[config.mk]
export PLATFORM = sky130hd
export DESIGN_NAME = contiguous_ring_frame_allocator
export DESIGN_NICKNAME = d
export VERILOG_FILES = /design/src/hw/rtl/crfa_pkg.sv /design/src/hw/rtl/crfa_datapath.sv /design/src/hw/rtl/crfa_ctrl.sv /design/src/hw/rtl/contiguous_ring_frame_allocator.sv
export SDC_FILE = /design/constraint.sdc
export NUM_CORES = 1
export LEC_CHECK = 0
export ABC_AREA = 1
export BUFFER_PORTS_ARGS = -buffer_cell sky130_fd_sc_hd__buf_2
export CORE_MARGIN = 2
export CORE_UTILIZATION = 60
export DETAILED_ROUTE_END_ITERATION = 8
export PLACE_DENSITY = 0.9
export SKIP_LAST_GASP = 1
export SYNTH_ARGS = -nofsm -noshare
export SYNTH_HDL_FRONTEND = slang
export SYNTH_SLANG_ARGS = --single-unit
[constraint.sdc]
create_clock -name clk_i -period 7 [get_ports clk_i]
set_clock_uncertainty 0.05 [all_clocks]
set_input_delay 0.7 -clock clk_i [delete_from_list [all_inputs] [get_ports clk_i]]
set_output_delay 0.7 -clock clk_i [all_outputs]
set_load 0.05 [all_outputs]
[src/hw/rtl/crfa_pkg.sv]
// Shared types and constants for the contiguous ring frame allocator.
package crfa_pkg;

  localparam int unsigned BODY_W    = 18;
  localparam int unsigned POS_OUT_W = 17;
  localparam int unsigned LEN_W     = 18;
  localparam int unsigned HDR_W     = 4;
  localparam int unsigned FULL_W    = 19;

  localparam int unsigned SMALL_LIMIT  = 126;
  localparam int unsigned MEDIUM_LIMIT = 65536;
  localparam int unsigned MARKER_BODY  = 9;
  localparam int unsigned HDR_SMALL    = 2;
  localparam int unsigned HDR_MEDIUM   = 4;
  localparam int unsigned HDR_LARGE    = 10;
  localparam int unsigned MARKER_FULL  = MARKER_BODY + HDR_SMALL;

  typedef enum logic [1:0] {
    KIND_RESERVE,
    KIND_QUERY,
    KIND_SENT,
    KIND_DROP
  } crfa_kind_e;

  typedef enum logic [3:0] {
    CMD_NONE,
    CMD_LOAD,
    CMD_NORM,
    CMD_PLACE_FRAME,
    CMD_PLACE_MARK,
    CMD_RUN,
    CMD_SENT,
    CMD_DROP,
    CMD_EMIT
  } crfa_cmd_e;

  typedef struct packed {
    crfa_kind_e kind;
    logic       place_ok;
    logic       last_ovr;
    logic       out_free;
  } crfa_stat_t;

endpackage

[src/hw/rtl/crfa_datapath.sv]
// Datapath of the ring allocator: pointers, placement check, result registers.
module crfa_datapath import crfa_pkg::*; #(
  parameter int unsigned BUF_BYTES = 131072
) (
  input  logic                 clk_i,
  input  logic                 rst_ni,
  input  crfa_cmd_e            cmd_i,
  output crfa_stat_t           stat_o,
  input  logic [1:0]           kind_i,
  input  logic [BODY_W-1:0]    body_len_i,
  input  logic [BODY_W-1:0]    sent_count_i,
  input  logic                 out_ready_i,
  output logic                 out_valid_o,
  output logic                 accepted_o,
  output logic [POS_OUT_W-1:0] frame_start_o,
  output logic [HDR_W-1:0]     header_len_o,
  output logic                 overrun_written_o,
  output logic [POS_OUT_W-1:0] overrun_start_o,
  output logic [LEN_W-1:0]     lost_len_o,
  output logic [POS_OUT_W-1:0] run_start_o,
  output logic [LEN_W-1:0]     run_len_o
);

  localparam int unsigned PW = $clog2(BUF_BYTES + 1);
  localparam int unsigned CW = (PW > FULL_W) ? PW : FULL_W;

  // allocator state
  logic [PW-1:0] write_q, wrap_q, read_q, run_q;
  logic          lwo_q;
  // captured request
  crfa_kind_e        kind_q;
  logic [BODY_W-1:0] sent_q;
  logic [FULL_W-1:0] full_q, need_q;
  logic [HDR_W-1:0]  hlen_q;
  // result in progress
  logic              acc_q, ow_q;
  logic [CW-1:0]     fstart_q, ostart_q;
  // output register
  logic                 out_valid_q, out_valid_d;
  logic                 acc_out_q, ow_out_q;
  logic [POS_OUT_W-1:0] fstart_out_q, ostart_out_q, rstart_out_q;
  logic [HDR_W-1:0]     hlen_out_q;
  logic [LEN_W-1:0]     lost_out_q, rlen_out_q;

  logic [CW-1:0]     wr_x, rd_x, wrap_x, buf_x, size_x, need_x, run_x, sent_x, step_x;
  logic              fit_lin, fit_end, fit_wrap, place_ok;
  logic [CW-1:0]     place_start, write_next;
  logic [PW-1:0]     run_len;
  logic              norm_hit;
  logic [HDR_W-1:0]  hlen_new;
  logic [FULL_W-1:0] full_new;

  assign wr_x   = CW'(write_q);
  assign rd_x   = CW'(read_q);
  assign wrap_x = CW'(wrap_q);
  assign buf_x  = CW'(BUF_BYTES);
  assign run_x  = CW'(run_q);
  assign sent_x = CW'(sent_q);

  // marker placement needs exactly its own size, no spare
  always_comb begin
    if (cmd_i == CMD_PLACE_MARK) begin
      size_x = CW'(MARKER_FULL);
      need_x = CW'(MARKER_FULL);
    end else begin
      size_x = CW'(full_q);
      need_x = CW'(need_q);
    end
  end

  always_comb begin
    fit_lin  = (wr_x < rd_x) && (need_x < rd_x - wr_x);
    fit_end  = !(wr_x < rd_x) && (wr_x <= buf_x) && (need_x <= buf_x - wr_x);
    fit_wrap = !(wr_x < rd_x) && !fit_end && (need_x < rd_x);
    place_ok = fit_lin || fit_end || fit_wrap;
    place_start = fit_wrap ? '0 : wr_x;
    write_next  = fit_wrap ? size_x : wr_x + size_x;
  end

  always_comb begin
    if (read_q == write_q) begin
      run_len = '0;
    end else if (read_q < write_q) begin
      run_len = write_q - read_q;
    end else if (wrap_q > read_q) begin
      run_len = wrap_q - read_q;
    end else begin
      run_len = '0;
    end
  end

  assign norm_hit = (read_q > write_q) && (rd_x >= wrap_x);
  assign step_x   = (sent_x > run_x) ? run_x : sent_x;

  always_comb begin
    if (body_len_i < BODY_W'(SMALL_LIMIT)) begin
      hlen_new = HDR_W'(HDR_SMALL);
    end else if (body_len_i < BODY_W'(MEDIUM_LIMIT)) begin
      hlen_new = HDR_W'(HDR_MEDIUM);
    end else begin
      hlen_new = HDR_W'(HDR_LARGE);
    end
    full_new = FULL_W'(body_len_i) + FULL_W'(hlen_new);
  end

  // a new result may replace one that leaves in the same cycle
  always_comb begin
    out_valid_d = out_valid_q;
    if (cmd_i == CMD_EMIT) begin
      out_valid_d = 1'b1;
    end else if (out_valid_q && out_ready_i) begin
      out_valid_d = 1'b0;
    end
  end

  always_ff @(posedge clk_i or negedge rst_ni) begin
    if (!rst_ni) begin
      write_q     <= '0;
      wrap_q      <= '0;
      read_q      <= '0;
      lwo_q       <= 1'b0;
      out_valid_q <= 1'b0;
    end else begin
      out_valid_q <= out_valid_d;
      case (cmd_i)
        CMD_NORM: begin
          if (norm_hit) begin
            read_q <= '0;
          end
        end
        CMD_PLACE_FRAME: begin
          if (place_ok) begin
            write_q <= PW'(write_next);
            lwo_q   <= 1'b0;
            if (fit_wrap) begin
              wrap_q <= write_q;
            end
          end
        end
        CMD_PLACE_MARK: begin
          if (place_ok) begin
            write_q <= PW'(write_next);
            lwo_q   <= 1'b1;
            if (fit_wrap) begin
              wrap_q <= write_q;
            end
          end
        end
        CMD_SENT: begin
          read_q <= PW'(rd_x + step_x);
        end
        CMD_DROP: begin
          read_q <= write_q;
        end
        default: begin
        end
      endcase
    end
  end

  always_ff @(posedge clk_i) begin
    case (cmd_i)
      CMD_LOAD: begin
        kind_q   <= crfa_kind_e'(kind_i);
        sent_q   <= sent_count_i;
        hlen_q   <= hlen_new;
        full_q   <= full_new;
        need_q   <= full_new + FULL_W'(MARKER_FULL);
        acc_q    <= 1'b0;
        ow_q     <= 1'b0;
        fstart_q <= '0;
        ostart_q <= '0;
      end
      CMD_PLACE_FRAME: begin
        if (place_ok) begin
          acc_q    <= 1'b1;
          fstart_q <= place_start;
        end
      end
      CMD_PLACE_MARK: begin
        if (place_ok) begin
          ow_q     <= 1'b1;
          ostart_q <= place_start;
        end
      end
      CMD_RUN: begin
        run_q <= run_len;
      end
      CMD_EMIT: begin
        acc_out_q    <= acc_q;
        fstart_out_q <= fstart_q[POS_OUT_W-1:0];
        hlen_out_q   <= (kind_q == KIND_RESERVE) ? hlen_q : '0;
        ow_out_q     <= ow_q;
        ostart_out_q <= ostart_q[POS_OUT_W-1:0];
        lost_out_q   <= ow_q ? full_q[LEN_W-1:0] : '0;
        rstart_out_q <= rd_x[POS_OUT_W-1:0];
        rlen_out_q   <= run_x[LEN_W-1:0];
      end
      default: begin
      end
    endcase
  end

  assign stat_o.kind     = kind_q;
  assign stat_o.place_ok = place_ok;
  assign stat_o.last_ovr = lwo_q;
  assign stat_o.out_free = !out_valid_q || out_ready_i;

  assign out_valid_o       = out_valid_q;
  assign accepted_o        = acc_out_q;
  assign frame_start_o     = fstart_out_q;
  assign header_len_o      = hlen_out_q;
  assign overrun_written_o = ow_out_q;
  assign overrun_start_o   = ostart_out_q;
  assign lost_len_o        = lost_out_q;
  assign run_start_o       = rstart_out_q;
  assign run_len_o         = rlen_out_q;

endmodule

[src/hw/rtl/crfa_ctrl.sv]
// Ring allocator step sequencer: one datapath command per cycle unless emit stalls.
module crfa_ctrl import crfa_pkg::*; (
  input  logic       clk_i,
  input  logic       rst_ni,
  input  logic       in_valid_i,
  output logic       in_ready_o,
  input  crfa_stat_t stat_i,
  output crfa_cmd_e  cmd_o
);

  typedef enum logic [3:0] {
    ST_IDLE,
    ST_NORM0,
    ST_PLACE,
    ST_NORM1,
    ST_MARK,
    ST_RUN0,
    ST_SENT,
    ST_DROP,
    ST_NORM2,
    ST_RUN2,
    ST_EMIT
  } state_e;

  state_e state_q, state_d;

  assign in_ready_o = (state_q == ST_IDLE);

  always_comb begin
    state_d = state_q;
    cmd_o   = CMD_NONE;
    case (state_q)
      ST_IDLE: begin
        if (in_valid_i) begin
          cmd_o   = CMD_LOAD;
          state_d = ST_NORM0;
        end
      end
      ST_NORM0: begin
        cmd_o = CMD_NORM;
        case (stat_i.kind)
          KIND_RESERVE: state_d = ST_PLACE;
          KIND_SENT:    state_d = ST_RUN0;
          KIND_DROP:    state_d = ST_DROP;
          default:      state_d = ST_RUN2;
        endcase
      end
      ST_PLACE: begin
        cmd_o = CMD_PLACE_FRAME;
        // on failure, try the marker unless one was the last frame placed
        if (!stat_i.place_ok && !stat_i.last_ovr) begin
          state_d = ST_NORM1;
        end else begin
          state_d = ST_NORM2;
        end
      end
      ST_NORM1: begin
        cmd_o   = CMD_NORM;
        state_d = ST_MARK;
      end
      ST_MARK: begin
        cmd_o   = CMD_PLACE_MARK;
        state_d = ST_NORM2;
      end
      ST_RUN0: begin
        cmd_o   = CMD_RUN;
        state_d = ST_SENT;
      end
      ST_SENT: begin
        cmd_o   = CMD_SENT;
        state_d = ST_NORM2;
      end
      ST_DROP: begin
        cmd_o   = CMD_DROP;
        state_d = ST_NORM2;
      end
      ST_NORM2: begin
        cmd_o   = CMD_NORM;
        state_d = ST_RUN2;
      end
      ST_RUN2: begin
        cmd_o   = CMD_RUN;
        state_d = ST_EMIT;
      end
      ST_EMIT: begin
        // hold until the output register frees up
        if (stat_i.out_free) begin
          cmd_o   = CMD_EMIT;
          state_d = ST_IDLE;
        end
      end
      default: begin
        state_d = ST_IDLE;
      end
    endcase
  end

  always_ff @(posedge clk_i or negedge rst_ni) begin
    if (!rst_ni) begin
      state_q <= ST_IDLE;
    end else begin
      state_q <= state_d;
    end
  end

endmodule

[src/hw/rtl/contiguous_ring_frame_allocator.sv]
// Top level of the contiguous ring frame allocator.
//
//  channel | handshake              | payload
//  --------+------------------------+-----------------------------------------------
//  in      | in_valid_i/in_ready_o  | kind_i, body_len_i, sent_count_i
//  out     | out_valid_o/out_ready_i| accepted_o .. run_len_o (one per transaction)
//
// Per transaction: normalise; reserve places the frame, else (unless a marker was
// last) normalises and places a marker; sent measures the run and moves the reader;
// drop moves it to the writer; non-queries renormalise; all measure, emit, then idle.
// Reset clears all pointers and the overrun flag; the block is ready at once.
// A finished result waits in the output register while the next transaction
// is accepted and worked on; only its emit step stalls on a busy output.
module contiguous_ring_frame_allocator import crfa_pkg::*; #(
  parameter int unsigned BUF_BYTES = 131072
) (
  input  logic                 clk_i,
  input  logic                 rst_ni,
  input  logic                 in_valid_i,
  output logic                 in_ready_o,
  input  logic [1:0]           kind_i,
  input  logic [BODY_W-1:0]    body_len_i,
  input  logic [BODY_W-1:0]    sent_count_i,
  output logic                 out_valid_o,
  input  logic                 out_ready_i,
  output logic                 accepted_o,
  output logic [POS_OUT_W-1:0] frame_start_o,
  output logic [HDR_W-1:0]     header_len_o,
  output logic                 overrun_written_o,
  output logic [POS_OUT_W-1:0] overrun_start_o,
  output logic [LEN_W-1:0]     lost_len_o,
  output logic [POS_OUT_W-1:0] run_start_o,
  output logic [LEN_W-1:0]     run_len_o
);

  crfa_cmd_e  cmd;
  crfa_stat_t stat;

  crfa_ctrl u_ctrl (
    .clk_i      (clk_i),
    .rst_ni     (rst_ni),
    .in_valid_i (in_valid_i),
    .in_ready_o (in_ready_o),
    .stat_i     (stat),
    .cmd_o      (cmd)
  );

  crfa_datapath #(
    .BUF_BYTES (BUF_BYTES)
  ) u_datapath (
    .clk_i             (clk_i),
    .rst_ni            (rst_ni),
    .cmd_i             (cmd),
    .stat_o            (stat),
    .kind_i            (kind_i),
    .body_len_i        (body_len_i),
    .sent_count_i      (sent_count_i),
    .out_ready_i       (out_ready_i),
    .out_valid_o       (out_valid_o),
    .accepted_o        (accepted_o),
    .frame_start_o     (frame_start_o),
    .header_len_o      (header_len_o),
    .overrun_written_o (overrun_written_o),
    .overrun_start_o   (overrun_start_o),
    .lost_len_o        (lost_len_o),
    .run_start_o       (run_start_o),
    .run_len_o         (run_len_o)
  );

endmodule

==> impl_results.md <==
* FF+latch count, synth at 266
* Yosys top cell area share at between 30% and 40%
* Vias per Instance at 5.94
* Fin. Hold Viols at 0
* Adder-Cell Fraction of Synth Area at around an eighth
* P_leak at about 9.0 nW
* CTS Buffer Depth at 3
* Layout fillers at 2233
* Worst setup EP type: flip-flop
* Number of remaining DRC errors at 0
* Yosys warning total at 0
* Status: complete, no violations
* Nets at ~2300
* Die Y-Extent at 174 um
* Hold path startpoint: sent_count_i[10]
* Cell row count at 62
* Clk pin slew, worst setup/hold paths at 0.07 ns
* Cts hold-fix bufs at 0
* DP HPWL at 40.2 mm
* Multi-input logic area at around 8400 sq um
* Most common cell after layout, fill and taps aside: nand2_1
* Final Max Tran Viols at 0
* Port bufs at 135
* Reg area at 7690 sq um
* Ys async rst share at 22.6%
* Clock share of power at 15.0%
* Clock sinks at 266
* Antenna Cells at 0
* Commonest non-fill, non-tap cells in the layout: 415 x nand2_1, 261 x inv_1, 206 x edfxtp_1, 163 x ha_1, 156 x nor2_1
* Crit path arrival time at 5.35 ns
* Vias in the first global route at 14900
* Mux contribution to synthesized area at 0%
* Worst relative slew slack at 42.2%
* RSZ-0062 raised after global routing: no
* Starting Density at 60.7%
* Fin crit period at 5.15 ns
* P&R area growth vs syn at 11.7%
* Crit Path Max Fanout at 40
* Final setup fails at 0
* First-pass GRT wire length at 80.8 mm
* Worst-margin pin slew at 0.866 ns
* Worst Hold Class: in2reg
* Internal at 5.28 mW
* Post-synth EDFFs at 206
* Avg WL per Cell at 20.8 um
* Seq pwr share at 24.3%
* Syn Std Cell Area at 17300 sq um
* R2R setup slack at 1.85 ns
* Met3 global-route usage at 6.10%
* Setup tns final at 0 ns
* Largest cells by area after synthesis: edfxtp_1 36%, ha_1 12%, nand2_1 9.0%, dfrtp_1 8.7%, inv_1 5.7%
* Period utilization at 73.6%
* Synth Flop Type: edfxtp_1
* GR Util All Layers at around a third
* Max-Cap Viols at 0
* Hold path depth at 1
* Met1 track demand over resource at 41.5%
* Final wirelength at 52.6 mm
* DIE WIDTH at around 170 um
* Hold EP: u_datapath.sent_q[10]
* Mapped Cells at roughly 2000
* CTS tree: built
* Yosys top cell by area: edfxtp_1
* Drt initial violations at 1271
* Fmax at around 190 MHz
* Reg-to-Reg Start: u_datapath.write_q[1]
* Net switching power at around 5.6 mW
* Comb pwr share at 60.8%
* Core ar. at approximately 29000 sq um
* Routed Antenna Nets at 0
* Grt met2 use at roughly three fifths
* Synth Area in Simple Gates at 20.6%
* Switch share at about half
* Ports at 137
* Post-cts resize count at 0
* Seq/Total Area, Yosys at 44.3%
* Clock H-tree levels at 1
* Utilization after layout at 67.8%
* Worst reg2reg endpoint: u_datapath.ostart_q[4]
* Synth Area in XOR/XNOR at 4.79%
* VDD IR max at 0.000268 V
* Largest family of logic cells by synthesized area: simple AND/OR/NAND/NOR gates
* Synthesized Nets at 2193
* CTS Buf Count at 29
* GR Overflow Total at 0
* Routed vias at about 15000
* Share of cells above drive strength 1 at between 10% and 20%
* GR peak layer: met2
* Gpl congestion at 1.01
* Data required, critical path at 7.20 ns
* Clock latency on the worst-skew pair at ~0.57 ns
* PnR worst setup slack at 1.85 ns
* PwrDens at 561 nW/um^2
* Post-CTS setup buffers at 0
* Post-synthesis compound-gate area fraction at 10.4%
* Number of distinct library cells after synthesis at 61
* Place WS at approximately 1.9 ns
* R2R depth at 20
* Initial antenna violation count at 0
* CTS root buffer: clkbuf_16
* First-pass iteration count of the detailed router at 6
* Pin count of the biggest net entering global routing at 61
* Die area at 30300 sq um
* Setup crit start kind: flip-flop
* WS Path Type: reg2reg
* Post-Syn Area per Cell at 8.75 sq um
cells in the mapped netlist, drive strengths merged, types with 5 or more instances:
| master | n |
|---|---|
| a211oi | 7 |
| a21oi | 133 |
| a31oi | 8 |
| a32oi | 6 |
| buf | 27 |
| clkbuf | 17 |
| clkinv | 5 |
| dfrtp | 60 |
| edfxtp | 206 |
| fa | 6 |
| ha | 163 |
| inv | 268 |
| nand2 | 428 |
| nand3 | 94 |
| nand4 | 27 |
| nor2 | 166 |
| nor3 | 66 |
| nor4 | 13 |
| o211ai | 5 |
| o21ai | 121 |
| o21bai | 8 |
| o22ai | 8 |
| o31ai | 6 |
| or2 | 12 |
| xnor2 | 18 |
| xor2 | 76 |
power by group through the flow:
stage / logic (mW) / registers, mW / clock network, mW
after floorplan: 4.55 / 2.66 / 0
after global placement: 6.26 / 2.62 / 0
after detailed placement: 6.37 / 2.64 / 0
after CTS: 6.43 / 2.61 / 1.63
after global routing: 7.22 / 2.66 / 1.70
final: 6.60 / 2.64 / 1.63
per-stage QoR:
step	std cells	total power [mW]	hold slack [ns]	area [sq um]
3_5_place_dp	2469	9.01	0.355	18400
4_1_cts	2523	10.7	0.250	19400
6_report	2523	10.9	0.262	19400
2_1_floorplan	1982	7.22	0.350	17300
3_3_place_gp	2469	8.89	0.353	18400
5_1_grt	2523	11.6	0.248	19400
how the worst max path moves through the flow:
stage | start | endpoint | slack, ns | cells after the start
6_report | u_datapath.write_q[1] | u_datapath.ostart_q[4] | 1.85 | 20
5_1_grt | u_datapath.write_q[1] | u_datapath.ostart_q[4] | 1.57 | 20
4_1_cts | u_datapath.write_q[1] | u_datapath.ostart_q[4] | 1.92 | 20
3_5_place_dp | u_datapath.write_q[1] | u_datapath.ostart_q[3] | 1.95 | 20
3_3_place_gp | u_datapath.write_q[1] | u_datapath.ostart_q[4] | 2.13 | 20
2_1_floorplan | out_ready_i | u_datapath.accepted_o | 1.16 | 2
layer usage:
layer  up-vias  wire length (um)
li1       6987                 -
met1      6924             19800
met2       849             24400
met3       217              4430
met4         0              3880
met5         -                 0
sequential cells by signal, summed over array words and instances, names as in the netlist:
register / cells
u_ctrl.state_q: 4
u_datapath.acc_q: 1
u_datapath.accepted_o: 1
u_datapath.frame_start_o: 17
u_datapath.fstart_q: 17
u_datapath.full_q: 18
u_datapath.header_len_o: 3
u_datapath.hlen_q: 3
u_datapath.kind_q: 2
u_datapath.lost_len_o: 18
u_datapath.lwo_q: 1
u_datapath.need_q: 19
u_datapath.ostart_q: 17
u_datapath.out_valid_o: 1
u_datapath.overrun_start_o: 17
u_datapath.overrun_written_o: 1
u_datapath.ow_q: 1
u_datapath.read_q: 18
u_datapath.run_len_o: 18
u_datapath.run_q: 18
u_datapath.run_start_o: 17
u_datapath.sent_q: 18
u_datapath.wrap_q: 18
u_datapath.write_q: 18
critical path: stages (launching register included):
cell	delay (ns)
dfrtp_1	0.51
inv_1	0.43
ha_1	0.39
nand2_2	0.12
nor2_4	0.16
nand3_1	0.10
nor3_1	0.31
nand3_1	0.18
o21ai_0	0.18
nand2_1	0.07
ha_1	0.29
nand3_1	0.07
inv_1	0.11
nand4_1	0.10
nor2_1	0.11
nand2_1	0.06
nand2_1	0.07
nand2_2	0.10
a21oi_4	0.62
buf_4	0.54
nor3_1	0.25
final cells by class:
cell class	count	share of cell area, %
well taps	384	2.48
multi-input cells	1399	43.3
inverters	273	5.32
clock buffers	36	3.94
repair buffers	147	3.96
flip-flops and latches	266	39.7
clock inverters	18	1.27
logic make-up after synthesis:
family	Yosys count
flops	266
buf+inv	317
compound gates	323
xor+xnor	94
other cells	1
simple gates	812
fa+ha+maj	169
(Power assumes the default switching activity.)
